[config.mk]
export PLATFORM = sky130hd
export DESIGN_NAME = crc_frame_receiver_flat
export DESIGN_NICKNAME = d
export VERILOG_FILES = /design/src/hdl/crcfr_pkg.sv /design/src/hdl/crcfr_rx_if.sv /design/src/hdl/crcfr_res_if.sv /design/src/hdl/crc_frame_receiver.sv /design/src/hdl/crcfr_dp.sv /design/src/hdl/crcfr_ctrl.sv /design/src/flat_wrapper.sv
export SDC_FILE = /design/constraint.sdc
export NUM_CORES = 2
export LEC_CHECK = 0
export BUFFER_PORTS_ARGS = -buffer_cell sky130_fd_sc_hd__clkbuf_2
export CAP_MARGIN = 20
export CORE_MARGIN = 3
export CORE_UTILIZATION = 63
export CTS_BUF_LIST = sky130_fd_sc_hd__clkbuf_2
export DETAILED_ROUTE_END_ITERATION = 12
export HOLD_SLACK_MARGIN = 0.12
export PLACE_DENSITY = 0.81
export SLEW_MARGIN = 20
export SYNTH_ARGS = -nofsm -noshare
export SYNTH_HDL_FRONTEND = slang
export SYNTH_SLANG_ARGS = --single-unit
[constraint.sdc]
create_clock -name clk_i -period 8.5 [get_ports clk_i]
set_input_delay 0.425 -clock clk_i [delete_from_list [all_inputs] [get_ports clk_i]]
set_output_delay 0.425 -clock clk_i [all_outputs]
set_load 0.005 [all_outputs]
[src/hdl/crcfr_pkg.sv]
// ---------------------------------------------------------------------------
// crcfr_pkg: shared types and constants of the CRC frame receiver
// Result codes, register indexes, frame layout constants, the byte-wise
// CRC16-CCITT update and the command/status structs between controller
// and datapath.
// ---------------------------------------------------------------------------
`timescale 1ns / 1ps
`default_nettype none

package crcfr_pkg;

  // Payload store depth default
  localparam int MaxPayloadDef = 160;

  // Fixed part of a command payload: flags, 4 motors, 4 servos, text length
  localparam int CmdFixed = 14;
  // Text characters emitted at most (20 chunks of 8)
  localparam int TextMax  = 160;

  localparam logic [15:0] CrcInit = 16'hFFFF;
  localparam logic [15:0] CrcPoly = 16'h1021;

  // Configuration register indexes
  localparam int CfgIdxW = 2;
  localparam logic [CfgIdxW-1:0] CfgStartMarker = 2'd0;
  localparam logic [CfgIdxW-1:0] CfgEndMarker   = 2'd1;
  localparam logic [CfgIdxW-1:0] CfgCommandType = 2'd2;

  // Result status codes
  typedef enum logic [2:0] {
    RES_OK        = 3'd0,
    RES_UNHANDLED = 3'd1,
    RES_TOO_BIG   = 3'd2,
    RES_CRC_BAD   = 3'd3,
    RES_NO_END    = 3'd4,
    RES_TOO_SHORT = 3'd5
  } res_status_e;

  // Commands from controller to datapath
  typedef struct packed {
    logic        hunt_init;   // start marker seen: restart crc and counters
    logic        hdr_take;    // header byte (type, length low, length high)
    logic        pay_take;    // payload byte
    logic        crc_take;    // crc byte
    logic        err_load;    // load an error result beat
    res_status_e err_code;
    logic        text_start;  // rewind the text reader
    logic        fetch;       // read one text byte into the next lane
    logic        push;        // load the assembled chunk as a result beat
  } crcfr_cmd_t;

  // Status from datapath to controller
  typedef struct packed {
    logic start_hit;   // received byte equals start marker
    logic cnt_is0;
    logic cnt_is1;
    logic len_big;     // length completed by this byte exceeds the store
    logic len_zero;    // length completed by this byte is zero
    logic pay_done;    // this payload byte is the last one
    logic crc_ok;      // crc completed by this byte matches
    logic end_ok;      // received byte equals end marker
    logic cmd_type_hit; // frame type is the command type
    logic len_short;   // payload shorter than the fixed command part
    logic out_free;    // output register can take a beat this cycle
    logic lane_last;   // fetching the last lane of a chunk
    logic more_text;   // another chunk follows the current one
  } crcfr_stat_t;

  // CRC16-CCITT, MSB first, one byte
  function automatic logic [15:0] crc16_byte(input logic [15:0] crc_in,
                                             input logic [7:0]  data);
    logic [15:0] c;
    c = crc_in ^ {data, 8'h00};
    for (int i = 0; i < 8; i++) begin
      if (c[15]) begin
        c = {c[14:0], 1'b0} ^ CrcPoly;
      end else begin
        c = {c[14:0], 1'b0};
      end
    end
    return c;
  endfunction

endpackage

`default_nettype wire

[src/hdl/crcfr_rx_if.sv]
// ---------------------------------------------------------------------------
// crcfr_rx_if: received byte channel
// Valid/ready channel carrying one link byte per beat.
// ---------------------------------------------------------------------------
`timescale 1ns / 1ps
`default_nettype none

interface crcfr_rx_if;
  logic       valid;
  logic       ready;
  logic [7:0] rx_byte;

  modport source (output valid, output rx_byte, input ready);
  modport sink   (input valid, input rx_byte, output ready);
endinterface

`default_nettype wire

[src/hdl/crcfr_res_if.sv]
// ---------------------------------------------------------------------------
// crcfr_res_if: result channel
// Valid/ready channel carrying one frame result or text chunk per beat.
// ---------------------------------------------------------------------------
`timescale 1ns / 1ps
`default_nettype none

interface crcfr_res_if;
  logic        valid;
  logic        ready;
  logic [2:0]  status;
  logic [7:0]  frame_type;
  logic [7:0]  cmd_flags;
  logic [63:0] motor_words;
  logic [31:0] servo_bytes;
  logic [7:0]  txt_len;
  logic [63:0] text_chunk;
  logic        last;

  modport source (output valid, output status, output frame_type, output cmd_flags,
                  output motor_words, output servo_bytes, output txt_len,
                  output text_chunk, output last, input ready);
  modport sink   (input valid, input status, input frame_type, input cmd_flags,
                  input motor_words, input servo_bytes, input txt_len,
                  input text_chunk, input last, output ready);
endinterface

`default_nettype wire

[src/hdl/crc_frame_receiver.sv]
// ---------------------------------------------------------------------------
// crc_frame_receiver: framed packet receiver with CRC16-CCITT check
// Parses start marker, type, length, payload, crc and end marker from a
// byte stream, reports frame errors and decodes command frames into
// result beats with text in 8-byte chunks.
// ---------------------------------------------------------------------------
//
//   Channel  Dir  Handshake     Beat contents
//   rx_i     in   valid/ready   rx_byte
//   res_o    out  valid/ready   status, frame_type, cmd_flags, motor_words,
//                               servo_bytes, txt_len, text_chunk, last
//   cfg      in   cfg_we_i      cfg_idx_i, cfg_data_i (write only)
//
// Received bytes are taken one per cycle while the output register has room.
// After the end marker of a good command frame the input is held while
// the text is read from the payload store one byte per cycle, each 8-byte
// chunk by 8 reads, one settle and one push (which waits for room), 1 to 20 chunks.
// A stalled result channel holds the input once a result is pending.
// Reset is immediate: the payload store needs no clearing pass.
// ---------------------------------------------------------------------------
`timescale 1ns / 1ps
`default_nettype none

module crc_frame_receiver import crcfr_pkg::*; #(
  parameter int MaxPayload = MaxPayloadDef
) (
  input  wire logic               clk_i,
  input  wire logic               rst_ni,
  input  wire logic               cfg_we_i,
  input  wire logic [CfgIdxW-1:0] cfg_idx_i,
  input  wire logic [7:0]         cfg_data_i,
  crcfr_rx_if.sink                rx_i,
  crcfr_res_if.source             res_o
);

  crcfr_cmd_t  cmd;
  crcfr_stat_t stat;
  logic        in_ready;

  assign rx_i.ready = in_ready;

  crcfr_ctrl u_ctrl (
    .clk_i      (clk_i),
    .rst_ni     (rst_ni),
    .in_valid_i (rx_i.valid),
    .in_ready_o (in_ready),
    .stat_i     (stat),
    .cmd_o      (cmd)
  );

  crcfr_dp #(
    .MaxPayload (MaxPayload)
  ) u_dp (
    .clk_i             (clk_i),
    .rst_ni            (rst_ni),
    .cfg_we_i          (cfg_we_i),
    .cfg_idx_i         (cfg_idx_i),
    .cfg_data_i        (cfg_data_i),
    .rx_byte_i         (rx_i.rx_byte),
    .cmd_i             (cmd),
    .stat_o            (stat),
    .out_valid_o       (res_o.valid),
    .out_ready_i       (res_o.ready),
    .out_status_o      (res_o.status),
    .out_frame_type_o  (res_o.frame_type),
    .out_cmd_flags_o   (res_o.cmd_flags),
    .out_motor_words_o (res_o.motor_words),
    .out_servo_bytes_o (res_o.servo_bytes),
    .out_txt_len_o     (res_o.txt_len),
    .out_text_chunk_o  (res_o.text_chunk),
    .out_last_o        (res_o.last)
  );

endmodule

`default_nettype wire

[src/hdl/crcfr_dp.sv]
// ---------------------------------------------------------------------------
// crcfr_dp: receiver datapath
// Configuration registers, running CRC, byte counter, payload store,
// command field capture, text chunk assembly and the output register.
// ---------------------------------------------------------------------------
`timescale 1ns / 1ps
`default_nettype none

module crcfr_dp import crcfr_pkg::*; #(
  parameter int MaxPayload = MaxPayloadDef
) (
  input  wire logic               clk_i,
  input  wire logic               rst_ni,
  // configuration write port
  input  wire logic               cfg_we_i,
  input  wire logic [CfgIdxW-1:0] cfg_idx_i,
  input  wire logic [7:0]         cfg_data_i,
  // received byte
  input  wire logic [7:0]         rx_byte_i,
  // controller link
  input  wire crcfr_cmd_t         cmd_i,
  output      crcfr_stat_t        stat_o,
  // result channel
  output      logic               out_valid_o,
  input  wire logic               out_ready_i,
  output      logic [2:0]         out_status_o,
  output      logic [7:0]         out_frame_type_o,
  output      logic [7:0]         out_cmd_flags_o,
  output      logic [63:0]        out_motor_words_o,
  output      logic [31:0]        out_servo_bytes_o,
  output      logic [7:0]         out_txt_len_o,
  output      logic [63:0]        out_text_chunk_o,
  output      logic               out_last_o
);

  localparam int AddrW = $clog2(MaxPayload);
  localparam int CntW  = $clog2(MaxPayload + 1);

  // configuration
  logic [7:0] start_marker_q, end_marker_q, command_type_q;

  // frame state
  logic [7:0]      type_q;
  logic [15:0]     len_q;
  logic [CntW-1:0] cnt_q;
  logic [15:0]     crc_q;
  logic [7:0]      crc_lo_q;

  // captured command fields
  logic [7:0]  flags_q;
  logic [63:0] motors_q;
  logic [31:0] servos_q;
  logic [7:0]  tlen_q;

  // text reader
  logic [7:0] pos_q;
  logic [2:0] lane_q;
  logic       place_q;
  logic       hit_q;
  logic [2:0] place_lane_q;
  logic [7:0] rdata_q;
  logic [7:0] chunk_q [8];

  // payload store
  logic [7:0] mem [MaxPayload];

  // output register
  logic        out_valid_q;
  logic [2:0]  o_status_q;
  logic [7:0]  o_type_q, o_flags_q, o_tlen_q;
  logic [63:0] o_motors_q, o_chunk_q;
  logic [31:0] o_servos_q;
  logic        o_last_q;

  logic [15:0]      len_full;
  logic [15:0]      cnt_next16;
  logic [15:0]      text_end16;
  logic [15:0]      rd_addr16;
  logic             rd_hit;
  logic             out_free;
  logic             wr_ok;
  logic [63:0]      chunk_flat;

  // Combine the byte under test with stored state
  assign len_full   = {rx_byte_i, len_q[7:0]};
  assign cnt_next16 = 16'(cnt_q) + 16'd1;
  assign text_end16 = 16'(CmdFixed) + 16'(rx_byte_i);
  assign rd_addr16  = 16'(CmdFixed) + 16'(pos_q);
  assign rd_hit     = (pos_q < tlen_q);
  assign out_free   = !out_valid_q || out_ready_i;
  assign wr_ok      = (16'(cnt_q) < 16'(MaxPayload));

  always_comb begin
    for (int i = 0; i < 8; i++) begin
      chunk_flat[8*i +: 8] = chunk_q[i];
    end
  end

  // Status toward the controller
  always_comb begin
    stat_o.start_hit    = (rx_byte_i == start_marker_q);
    stat_o.cnt_is0      = (cnt_q == '0);
    stat_o.cnt_is1      = (cnt_q == CntW'(1));
    stat_o.len_big      = (len_full > 16'(MaxPayload));
    stat_o.len_zero     = (len_full == 16'd0);
    stat_o.pay_done     = (cnt_next16 >= len_q);
    stat_o.crc_ok       = ({rx_byte_i, crc_lo_q} == crc_q);
    stat_o.end_ok       = (rx_byte_i == end_marker_q);
    stat_o.cmd_type_hit = (type_q == command_type_q);
    stat_o.len_short    = (len_q < 16'(CmdFixed));
    stat_o.out_free     = out_free;
    stat_o.lane_last    = (lane_q == 3'd7);
    stat_o.more_text    = (pos_q < tlen_q) && (pos_q < 8'(TextMax));
  end

  // Configuration registers
  always_ff @(posedge clk_i or negedge rst_ni) begin
    if (!rst_ni) begin
      start_marker_q <= '0;
      end_marker_q   <= '0;
      command_type_q <= '0;
    end else if (cfg_we_i) begin
      case (cfg_idx_i)
        CfgStartMarker: start_marker_q <= cfg_data_i;
        CfgEndMarker:   end_marker_q   <= cfg_data_i;
        CfgCommandType: command_type_q <= cfg_data_i;
        default: ;
      endcase
    end
  end

  // Frame state: crc, counter, header fields
  always_ff @(posedge clk_i or negedge rst_ni) begin
    if (!rst_ni) begin
      type_q   <= '0;
      len_q    <= '0;
      cnt_q    <= '0;
      crc_q    <= CrcInit;
      crc_lo_q <= '0;
    end else begin
      if (cmd_i.hunt_init) begin
        cnt_q <= '0;
        len_q <= '0;
        crc_q <= CrcInit;
      end
      if (cmd_i.hdr_take) begin
        crc_q <= crc16_byte(crc_q, rx_byte_i);
        if (cnt_q == '0) begin
          type_q <= rx_byte_i;
          cnt_q  <= CntW'(1);
        end else if (cnt_q == CntW'(1)) begin
          len_q <= {8'h00, rx_byte_i};
          cnt_q <= CntW'(2);
        end else begin
          len_q <= len_full;
          cnt_q <= '0;
        end
      end
      if (cmd_i.pay_take) begin
        crc_q <= crc16_byte(crc_q, rx_byte_i);
        if (cnt_next16 >= len_q) begin
          cnt_q <= '0;
        end else begin
          cnt_q <= cnt_q + CntW'(1);
        end
      end
      if (cmd_i.crc_take) begin
        if (cnt_q == '0) begin
          crc_lo_q <= rx_byte_i;
          cnt_q    <= CntW'(1);
        end else begin
          cnt_q <= '0;
        end
      end
    end
  end

  // Capture the fixed command fields as the payload streams in
  always_ff @(posedge clk_i) begin
    if (cmd_i.pay_take) begin
      if (cnt_q == '0) begin
        flags_q <= rx_byte_i;
      end
      for (int i = 0; i < 8; i++) begin
        if (cnt_q == CntW'(i + 1)) begin
          motors_q[8*i +: 8] <= rx_byte_i;
        end
      end
      for (int i = 0; i < 4; i++) begin
        if (cnt_q == CntW'(i + 9)) begin
          servos_q[8*i +: 8] <= rx_byte_i;
        end
      end
      // drop a text length that overruns the payload
      if (cnt_q == CntW'(CmdFixed - 1)) begin
        tlen_q <= (text_end16 > len_q) ? 8'd0 : rx_byte_i;
      end
    end
  end

  // Payload store: one write port, registered read
  always_ff @(posedge clk_i) begin
    if (cmd_i.pay_take && wr_ok) begin
      mem[cnt_q[AddrW-1:0]] <= rx_byte_i;
    end
    if (cmd_i.fetch && rd_hit) begin
      rdata_q <= mem[rd_addr16[AddrW-1:0]];
    end
  end

  // Text reader control
  always_ff @(posedge clk_i or negedge rst_ni) begin
    if (!rst_ni) begin
      pos_q        <= '0;
      lane_q       <= '0;
      place_q      <= 1'b0;
      hit_q        <= 1'b0;
      place_lane_q <= '0;
    end else begin
      place_q <= cmd_i.fetch;
      if (cmd_i.text_start) begin
        pos_q  <= '0;
        lane_q <= '0;
      end else if (cmd_i.fetch) begin
        pos_q        <= pos_q + 8'd1;
        lane_q       <= lane_q + 3'd1;
        hit_q        <= rd_hit;
        place_lane_q <= lane_q;
      end
    end
  end

  // Place the fetched byte, or zero past the text end
  always_ff @(posedge clk_i) begin
    if (place_q) begin
      chunk_q[place_lane_q] <= hit_q ? rdata_q : 8'h00;
    end
  end

  // Output register
  always_ff @(posedge clk_i or negedge rst_ni) begin
    if (!rst_ni) begin
      out_valid_q <= 1'b0;
    end else if (cmd_i.err_load || cmd_i.push) begin
      out_valid_q <= 1'b1;
    end else if (out_ready_i) begin
      out_valid_q <= 1'b0;
    end
  end

  always_ff @(posedge clk_i) begin
    if (cmd_i.err_load) begin
      o_status_q <= cmd_i.err_code;
      o_type_q   <= type_q;
      o_flags_q  <= '0;
      o_motors_q <= '0;
      o_servos_q <= '0;
      o_tlen_q   <= '0;
      o_chunk_q  <= '0;
      o_last_q   <= 1'b1;
    end else if (cmd_i.push) begin
      o_status_q <= RES_OK;
      o_type_q   <= type_q;
      o_flags_q  <= flags_q;
      o_motors_q <= motors_q;
      o_servos_q <= servos_q;
      o_tlen_q   <= tlen_q;
      o_chunk_q  <= chunk_flat;
      o_last_q   <= !stat_o.more_text;
    end
  end

  assign out_valid_o       = out_valid_q;
  assign out_status_o      = o_status_q;
  assign out_frame_type_o  = o_type_q;
  assign out_cmd_flags_o   = o_flags_q;
  assign out_motor_words_o = o_motors_q;
  assign out_servo_bytes_o = o_servos_q;
  assign out_txt_len_o     = o_tlen_q;
  assign out_text_chunk_o  = o_chunk_q;
  assign out_last_o        = o_last_q;

endmodule

`default_nettype wire

[src/hdl/crcfr_ctrl.sv]
// ---------------------------------------------------------------------------
// crcfr_ctrl: receiver controller
// Frame phase state machine (hunt, header, payload, crc, end) and the
// text chunk sequencer that runs after a good command frame.
// ---------------------------------------------------------------------------
`timescale 1ns / 1ps
`default_nettype none

module crcfr_ctrl import crcfr_pkg::*; (
  input  wire logic        clk_i,
  input  wire logic        rst_ni,
  input  wire logic        in_valid_i,
  output      logic        in_ready_o,
  input  wire crcfr_stat_t stat_i,
  output      crcfr_cmd_t  cmd_o
);

  typedef enum logic [3:0] {
    S_HUNT,
    S_HEADER,
    S_PAYLOAD,
    S_CRC,
    S_END,
    S_FETCH,
    S_DRAIN,
    S_PUSH
  } state_e;

  state_e state_q, state_d;
  logic   acc;

  // Take bytes only in the receive phases and with room for a result
  assign in_ready_o = (state_q inside {S_HUNT, S_HEADER, S_PAYLOAD, S_CRC, S_END})
                      && stat_i.out_free;
  assign acc = in_valid_i && in_ready_o;

  // Next state and datapath commands
  always_comb begin
    state_d = state_q;
    cmd_o   = '0;
    cmd_o.err_code = RES_OK;
    case (state_q)
      S_HUNT: begin
        if (acc && stat_i.start_hit) begin
          cmd_o.hunt_init = 1'b1;
          state_d = S_HEADER;
        end
      end
      S_HEADER: begin
        if (acc) begin
          cmd_o.hdr_take = 1'b1;
          if (!stat_i.cnt_is0 && !stat_i.cnt_is1) begin
            if (stat_i.len_big) begin
              cmd_o.err_load = 1'b1;
              cmd_o.err_code = RES_TOO_BIG;
              state_d = S_HUNT;
            end else if (stat_i.len_zero) begin
              state_d = S_CRC;
            end else begin
              state_d = S_PAYLOAD;
            end
          end
        end
      end
      S_PAYLOAD: begin
        if (acc) begin
          cmd_o.pay_take = 1'b1;
          if (stat_i.pay_done) begin
            state_d = S_CRC;
          end
        end
      end
      S_CRC: begin
        if (acc) begin
          cmd_o.crc_take = 1'b1;
          if (!stat_i.cnt_is0) begin
            if (stat_i.crc_ok) begin
              state_d = S_END;
            end else begin
              cmd_o.err_load = 1'b1;
              cmd_o.err_code = RES_CRC_BAD;
              state_d = S_HUNT;
            end
          end
        end
      end
      S_END: begin
        if (acc) begin
          state_d = S_HUNT;
          if (!stat_i.end_ok) begin
            cmd_o.err_load = 1'b1;
            cmd_o.err_code = RES_NO_END;
          end else if (!stat_i.cmd_type_hit) begin
            cmd_o.err_load = 1'b1;
            cmd_o.err_code = RES_UNHANDLED;
          end else if (stat_i.len_short) begin
            cmd_o.err_load = 1'b1;
            cmd_o.err_code = RES_TOO_SHORT;
          end else begin
            cmd_o.text_start = 1'b1;
            state_d = S_FETCH;
          end
        end
      end
      // read eight text bytes, one lane per cycle
      S_FETCH: begin
        cmd_o.fetch = 1'b1;
        if (stat_i.lane_last) begin
          state_d = S_DRAIN;
        end
      end
      // last lane lands in the chunk
      S_DRAIN: begin
        state_d = S_PUSH;
      end
      S_PUSH: begin
        if (stat_i.out_free) begin
          cmd_o.push = 1'b1;
          state_d = stat_i.more_text ? S_FETCH : S_HUNT;
        end
      end
      default: begin
        state_d = S_HUNT;
      end
    endcase
  end

  // Hold state
  always_ff @(posedge clk_i or negedge rst_ni) begin
    if (!rst_ni) begin
      state_q <= S_HUNT;
    end else begin
      state_q <= state_d;
    end
  end

endmodule

`default_nettype wire
[src/flat_wrapper.sv]
// flat-port wrapper written by rule: the top's interface ports become plain ports
module crc_frame_receiver_flat import crcfr_pkg::*;
#(
  parameter int MaxPayload = MaxPayloadDef
)
  (clk_i, rst_ni, cfg_we_i, cfg_idx_i, cfg_data_i, rx_i_valid, rx_i_rx_byte, rx_i_ready, res_o_valid, res_o_status, res_o_frame_type, res_o_cmd_flags, res_o_motor_words, res_o_servo_bytes, res_o_txt_len, res_o_text_chunk, res_o_last, res_o_ready);
  crcfr_rx_if rx_i_i ();
  crcfr_res_if res_o_i ();
  input  wire logic clk_i;
  input  wire logic rst_ni;
  input  wire logic cfg_we_i;
  input  wire logic [CfgIdxW-1:0] cfg_idx_i;
  input  wire logic [7:0] cfg_data_i;
  input wire logic [$bits(rx_i_i.valid)-1:0] rx_i_valid;
  input wire logic [$bits(rx_i_i.rx_byte)-1:0] rx_i_rx_byte;
  output wire logic [$bits(rx_i_i.ready)-1:0] rx_i_ready;
  output wire logic [$bits(res_o_i.valid)-1:0] res_o_valid;
  output wire logic [$bits(res_o_i.status)-1:0] res_o_status;
  output wire logic [$bits(res_o_i.frame_type)-1:0] res_o_frame_type;
  output wire logic [$bits(res_o_i.cmd_flags)-1:0] res_o_cmd_flags;
  output wire logic [$bits(res_o_i.motor_words)-1:0] res_o_motor_words;
  output wire logic [$bits(res_o_i.servo_bytes)-1:0] res_o_servo_bytes;
  output wire logic [$bits(res_o_i.txt_len)-1:0] res_o_txt_len;
  output wire logic [$bits(res_o_i.text_chunk)-1:0] res_o_text_chunk;
  output wire logic [$bits(res_o_i.last)-1:0] res_o_last;
  input wire logic [$bits(res_o_i.ready)-1:0] res_o_ready;
  assign rx_i_i.valid = rx_i_valid;
  assign rx_i_i.rx_byte = rx_i_rx_byte;
  assign rx_i_ready = rx_i_i.ready;
  assign res_o_valid = res_o_i.valid;
  assign res_o_status = res_o_i.status;
  assign res_o_frame_type = res_o_i.frame_type;
  assign res_o_cmd_flags = res_o_i.cmd_flags;
  assign res_o_motor_words = res_o_i.motor_words;
  assign res_o_servo_bytes = res_o_i.servo_bytes;
  assign res_o_txt_len = res_o_i.txt_len;
  assign res_o_text_chunk = res_o_i.text_chunk;
  assign res_o_last = res_o_i.last;
  assign res_o_i.ready = res_o_ready;
  crc_frame_receiver #(.MaxPayload(MaxPayload)) u_core (.clk_i(clk_i), .rst_ni(rst_ni), .cfg_we_i(cfg_we_i), .cfg_idx_i(cfg_idx_i), .cfg_data_i(cfg_data_i), .rx_i(rx_i_i), .res_o(res_o_i));
endmodule
# Word-level counts from Yosys, hierarchy flattened
# Memory sizes are Yosys's and may differ from the RTL's. A register that Yosys moved wholly into a read port is not among the register bits.
# Index checks and enable logic that the tools add are counted.
op_classes:
  addsub: 6
  magnitude_cmp: 7
  n_eq_ne: 38
  n_mux: 101
  n_bitwise: 17
  reduce_logical: 44
op_table:
  columns: ["op", "count"]
  rows:
  - ["two-way mux 16 bit", 21]
  - ["two-way mux 13 bit", 15]
  - ["two-way mux 8 bit", 10]
  - ["two-way mux 4 bit", 19]
  - ["equality test 8 x 4 -> 1 bit, second input constant", 6]
  - ["inverter 3 bit", 15]
  - ["AND reduction 2 bit", 20]
  - ["equality test 8 x 3 -> 1 bit, second input constant", 4]
  - ["one-hot mux 4 bit (8 select lines)", 1]
  - ["two-way mux 3 bit", 9]
  - ["equality test 8 bit", 3]
  - ["two-way mux 1 bit", 21]
  - ["adder 8 x 1 -> 8 bit, second input constant", 2]
  - ["equality test 16 bit", 1]
  - ["equality test 4 x 3 -> 1 bit, second input constant", 4]
  - ["equality test 8 x 2 -> 1 bit, second input constant", 2]
  - ["greater-or-equal comparator 16 bit", 1]
  - ["> comparator 16 x 8 -> 1 bit, second input constant", 1]
  - ["> comparator 9 x 16 -> 1 bit", 1]
  - ["zero test 16 bit", 1]
  - ["less-than comparator 16 x 4 -> 1 bit, second input constant", 1]
  - ["less-than comparator 8 bit, second input constant", 2]
  - ["bitwise XOR 16 bit", 1]
  - ["inequality test 2 bit, second input constant", 6]
  - ["other kinds (28)", 46]
totals:
  regBits: 337
  ramBits: 1344
  input_bits: 23
  output_inout_bits: 190
  wordCells: 252
  n_memories: 2
memory_table:
  columns: ["memory", "words", "width", "rd", "rd_clocked_by_memory_dff", "write_ports", "line_no", "text"]
  rows:
  - ["u_core.u_dp.mem", 160, 8, 1, 1, 1, "crcfr_dp.sv:65", "logic [7:0] mem [MaxPayload];"]
  - ["u_core.u_dp.chunk_q", 8, 8, 8, 8, 1, "crcfr_dp.sv:62", "logic [7:0] chunk_q [8];"]

# Logic depth before layout (Yosys ltp)
logic_depth:
  word_depth: 29
  mapped_depth: 16
  ltp_nobuf: 12

# By module
# From an unflattened synthesis, not the netlist that was laid out.
unflattened:
  cells_unflattened: 3760
  area_unflattened_um2: 68116.6
modules_own_cells:
  columns: ["mod", "n_inst", "cells_per_inst", "area_each_um2", "seq_area_each_um2"]
  rows:
  - ["crcfr_dp", 1, 3697, 67692.4, 50283.2]
  - ["crcfr_ctrl", 1, 63, 424.2, 75.1]

# Worst setup path after synthesis
# OpenSTA, ideal clock, no wires.
synth_timing:
  kind: "register to register"
  start: "register u_core.u_dp.pos_q[1]"
  end: "register u_core.u_dp.rdata_q[5], read port of u_core.u_dp.mem (data pin)"
  setup_ns: 0.261
  arrival_time_ns: 3.268
  required_ns: 8.239
  path_slack_ns: 4.971
  path_stages_with_launch: 13
  path_buffers: 5
  synth_period_minus_slack_ns: 3.529
  cell_sequence: "dfrtp_1 buf_2 buf_2 buf_2 buf_2 inv_1 ha_1 xor2_4 buf_2 mux4_2 nand2_1 a21oi_1 o311a_1"
synth_via:
  elab_chain_len: 2
synth_rtl:
  columns: ["item", "line_no", "text"]
  rows:
  - ["start: declaration", "crcfr_dp.sv:56", "logic [7:0] pos_q;"]
  - ["start signal: assignment", "crcfr_dp.sv:225", "pos_q <= pos_q + 8'd1;"]
  - ["less-than comparator 8 bit", "crcfr_dp.sv:89", "assign rd_hit = (pos_q < tlen_q);"]
  - ["logical AND 1 bit", "crcfr_dp.sv:206", "if (cmd_i.fetch && rd_hit) begin"]
  - ["end: declaration", "crcfr_dp.sv:61", "logic [7:0] rdata_q;"]
# Parallel ways exist; a longest one is shown, timed or not.
# A chain may end at the register's enable or synchronous reset.

# Worst setup path after layout
layout_timing:
  start: "register u_core.u_dp.pos_q[1]"
  end: "register u_core.u_dp.rdata_q[4], read port of u_core.u_dp.mem (data pin)"
# The elaborated chain is that of the path after synthesis.

==> impl_metrics.py <==
metrics = {
    "timing": {
        "setup_slack_ns": 3.60,
        "rsz0062_at_grt": "no",
        "min_period_ns": 4.90,
        "relSlewSlack_pct": 23.6,
        "hold_viol": 0,
        "finalMaxSlewViolations": 0,
        "layout_worst_path_cycle_share_pct": 57.6,
        "fmax_ghz": 0.204,
        "skew_ns": 0.208,
        "worst_hold_slack_ns": 0.299,
        "setup_tns_ns": 0,
        "setup_viol": 0,
        "worst_pin_slew_ns": 1.15,
    },
    "global_route": {
        "grt_use_met2_pct": 46.6,
        "antenna_found_initial": 9,
        "grt_overflow": 0,
        "top_usage_layer": "met2",
        "gr-usage-met3_pct": 7.56,
        "grt_pass1_vias": 38700,
        "gr-usage-met1_pct": 40.1,
        "grt_use_total_pct": 29.6,
        "grt_max_degree": 152,
        "grt_pass1_wl_um": 245000,
    },
    "cells_and_area": {
        "multiInputGateArea_sq_mm": 0.0165,
        "fillCellCount": 6508,
        "seqCellArea_sq_mm": 0.0504,
        "fin_nets": 4559,
        "instances_no_fill": 6216,
        "area_delta_synth_final_pct": 10.2,
        "drive_gt1_share_pct": 27.1,
    },
    "routing": {
        "dr.pass1.iters": 6,
        "drt-total-wl_um": 164000,
        "vias": 39000,
        "first_iter_violations": 4758,
        "drc_errors": 0,
        "vias_per_cell": 6.28,
        "ant_nets": 0,
        "wire_per_inst_um": 26.4,
    },
    "setup_path": {
        "required_ns": 9.82,
        "reg2reg_to": "u_core.u_dp.rdata_q[4]$_DFFE_PP_",
        "cpMaxStageDelayCell": "dfrtp_4",
        "slowest_delay_ns": 0.98,
        "end_kind": "flip-flop",
        "ff2ff_setup_slack_ns": 3.60,
        "path_cells": "inv_1, ha_4, buf_4, or2_2, o221ai_1, a21o_1, a32o_1, o32ai_1, a21oi_1, o311a_1",
        "critPathMaxFanout": 52,
        "reg2reg_depth": 10,
        "crit_family": "compound AO/OA/AOI/OAI gates",
        "crit_buf_inv": 2,
        "startpoint_type": "flip-flop",
        "crit_arrival_ns": 6.22,
        "critPathKind": "reg2reg",
        "r2r-start": "u_core.u_dp.pos_q[1]$_DFFE_PN0P_",
    },
    "die": {
        "die-area_sq_mm": 0.112,
        "fp.coreArea_sq_mm": 0.106,
        "initial_utilization_pct": 64.1,
        "io_pins": 213,
        "rows": 119,
        "die_w_um": 335,
        "die_y_um": 335,
    },
    "power_and_ir_drop": {
        "pwr_density_cell_mw_per_mm2": 323,
        "vdd_ir_drop_max_mv": 0.269,
        "leakage_nw": 26.0,
    },
    "clock_network": {
        "cts_resized": 0,
        "post_cts_buffers": 0,
        "cts_sinks": 1752,
        "clk_path_buf_depth": 4,
        "clockRootBuffer": "clkbuf_2",
        "clk_pin_slew_ns": 0.11,
        "cts_tree": "yes",
        "htree_levels": 5,
        "clock_latency_ns": 1.65,
        "cts_made_buffers": 415,
    },
    "synth": {
        "synth_cells": 3969,
        "synth_area_sq_mm": 0.0680,
        "ys_seq_area_share_pct": 74.0,
        "synthArstFlopShare_pct": 5.71,
        "ys_types": 69,
        "syn-mean-instance-area_sq_um": 17.1,
        "yosys_register_bits": 1752,
        "synth_edf_count": 1475,
        "synth_warnings": 0,
        "synthFlopType": "edfxtp_1",
        "syn_nets": 4027,
    },
    "hold_path": {
        "whs_endpoint": "u_core.u_dp.start_marker_q[4]$_DFFE_PN0P_",
        "holdPathStages": 4,
        "min_from": "cfg_data_i[4]",
        "worstHoldPathType": "in2reg",
    },
    "placement": {
        "port_buffers": 212,
        "pre_cts_slack_ns": 3.70,
        "place.gp.congestion": 0.861,
        "dp.cells": 5399,
        "hpwl_um": 97100,
    },
    "run_status": {
        "run_status": "finished, final reports clean",
    },
    "run": {
        "maxCapViolCount": 0,
    },
}
-- worst register-to-register path: stages (launching register included) --
cell and delay (ns):
dfrtp_4 0.98, inv_1 0.23, ha_4 0.54, buf_4 0.61, or2_2 0.75, o221ai_1 0.27
a21o_1 0.21, a32o_1 0.21, o32ai_1 0.32, a21oi_1 0.33, o311a_1 0.21
-- how the worst max path moves through the flow --
stage,cells past startpoint,startpoint,slack (ns),endpoint
finish,10,u_core.u_dp.pos_q[1]$_DFFE_PN0P_,3.60,u_core.u_dp.rdata_q[4]$_DFFE_PP_
global route,10,u_core.u_dp.pos_q[1]$_DFFE_PN0P_,3.44,u_core.u_dp.rdata_q[4]$_DFFE_PP_
CTS,10,u_core.u_dp.pos_q[1]$_DFFE_PN0P_,3.64,u_core.u_dp.rdata_q[4]$_DFFE_PP_
detailed placement,10,u_core.u_dp.pos_q[1]$_DFFE_PN0P_,3.70,u_core.u_dp.rdata_q[4]$_DFFE_PP_
global placement,10,u_core.u_dp.pos_q[1]$_DFFE_PN0P_,3.87,u_core.u_dp.rdata_q[7]$_DFFE_PP_
floorplan,12,u_core.u_dp.pos_q[1]$_DFFE_PN0P_,4.97,u_core.u_dp.rdata_q[5]$_DFFE_PP_
-- cell type report --
| cell class | instances | area share, % |
|---|---|---|
| antenna | 5 | 0.0167 |
| clock buffer | 597 | 3.99 |
| clock inverter | 139 | 0.963 |
| inverter | 34 | 0.170 |
| multi-input combinational | 1949 | 22.0 |
| sequential | 1752 | 67.2 |
| tap | 1391 | 2.32 |
| timing repair buffer | 349 | 3.36 |
-- state kept, by name, indices dropped and copies added (netlist names), 32 cells and up --
signal                         flops
u_core.u_dp.out_servo_bytes_o     32
u_core.u_dp.mem                 1280
u_core.u_dp.chunk_q               64
res_o_text_chunk                  64
u_core.u_dp.out_motor_words_o     64
u_core.u_dp.motors_q              64
u_core.u_dp.servos_q              32
-- cells in the final DEF, fill, tap and decap left out, types with 32 or more instances in the layout --
master	count
ha_1	34
dfrtp_1	82
nor2_1	276
nand3_1	43
edfxtp_1	1475
dfxtp_1	177
clkinv_1	103
o22ai_1	34
mux4_2	304
inv_1	32
clkbuf_2	800
a21oi_1	249
dlygate4sd3_1	67
o221ai_1	32
mux2_2	33
xor2_1	49
mux2i_1	130
nand2_1	462
buf_4	55
-- per-stage QoR --
stage	cell area [sq um]	utilization, %	total power [W]
global route	74900	70.6	0.0253
floorplan	68000	-	0.0162
detailed placement	70300	66.2	0.0189
global placement	70300	66.2	0.0187
CTS	74900	70.5	0.0241
finish	74900	70.6	0.0242
-- layer usage --
layer	vias up	routed length, um
met5	-	46
met4	8	6640
met3	380	17800
met2	2599	79500
met1	19400	60400
li1	16700	-
-- cell families after synthesis --
logic type | Yosys count | synth area share (%)
AOI/OAI and AO/OA | 452 | 4.07
xor gates and xnor gates | 80 | 1.06
adders and majority gates | 35 | 0.644
buffers and inverters | 268 | 1.90
DFF | 1752 | 74.0
muxes | 471 | 12.6
and+or+nand+nor | 911 | 5.69
-- Yosys cell counts (all sizes together) (7+ instances only) --
library cell	count	area, sq um
nand2	463	1740
o221ai	33	307
a32o	9	90.1
nand4	13	81.3
nor4	12	87.6
nand2b	10	62.6
o21ai	29	145
buf	95	639
o311a	8	80.1
mux4	304	6850
and2	19	119
nor2b	12	75.1
a22o	14	123
a21o	11	82.6
and3	7	43.8
nor3	16	96.4
a31oi	18	113
ha	35	438
dfxtp	177	3540
nor2	278	1050
a211oi	20	150
edfxtp	1475	44300
mux2	37	432
dfstp	16	420
o22ai	34	213
xnor2	28	245
clkbuf	139	523
nand3	45	235
a21oi	249	1250
dfrtp	84	2100
o32ai	8	70.1
o21a	7	52.6
nor3b	15	113
xor2	52	474
inv	33	124
mux2i	130	1300
-- power by group --
group	total [W]	switching, W	internal, W
registers	0.0107	0.000608	0.0100
logic	0.00828	0.00482	0.00346
clock network	0.00528	0.00324	0.00205
-- what timing repair did --
action / CTS / global route
setup endpoints to repair: 0 / 0
hold endpoints to repair: 1503 / 0
hold buffers: 74 / 0
(Power assumes the default switching activity.)
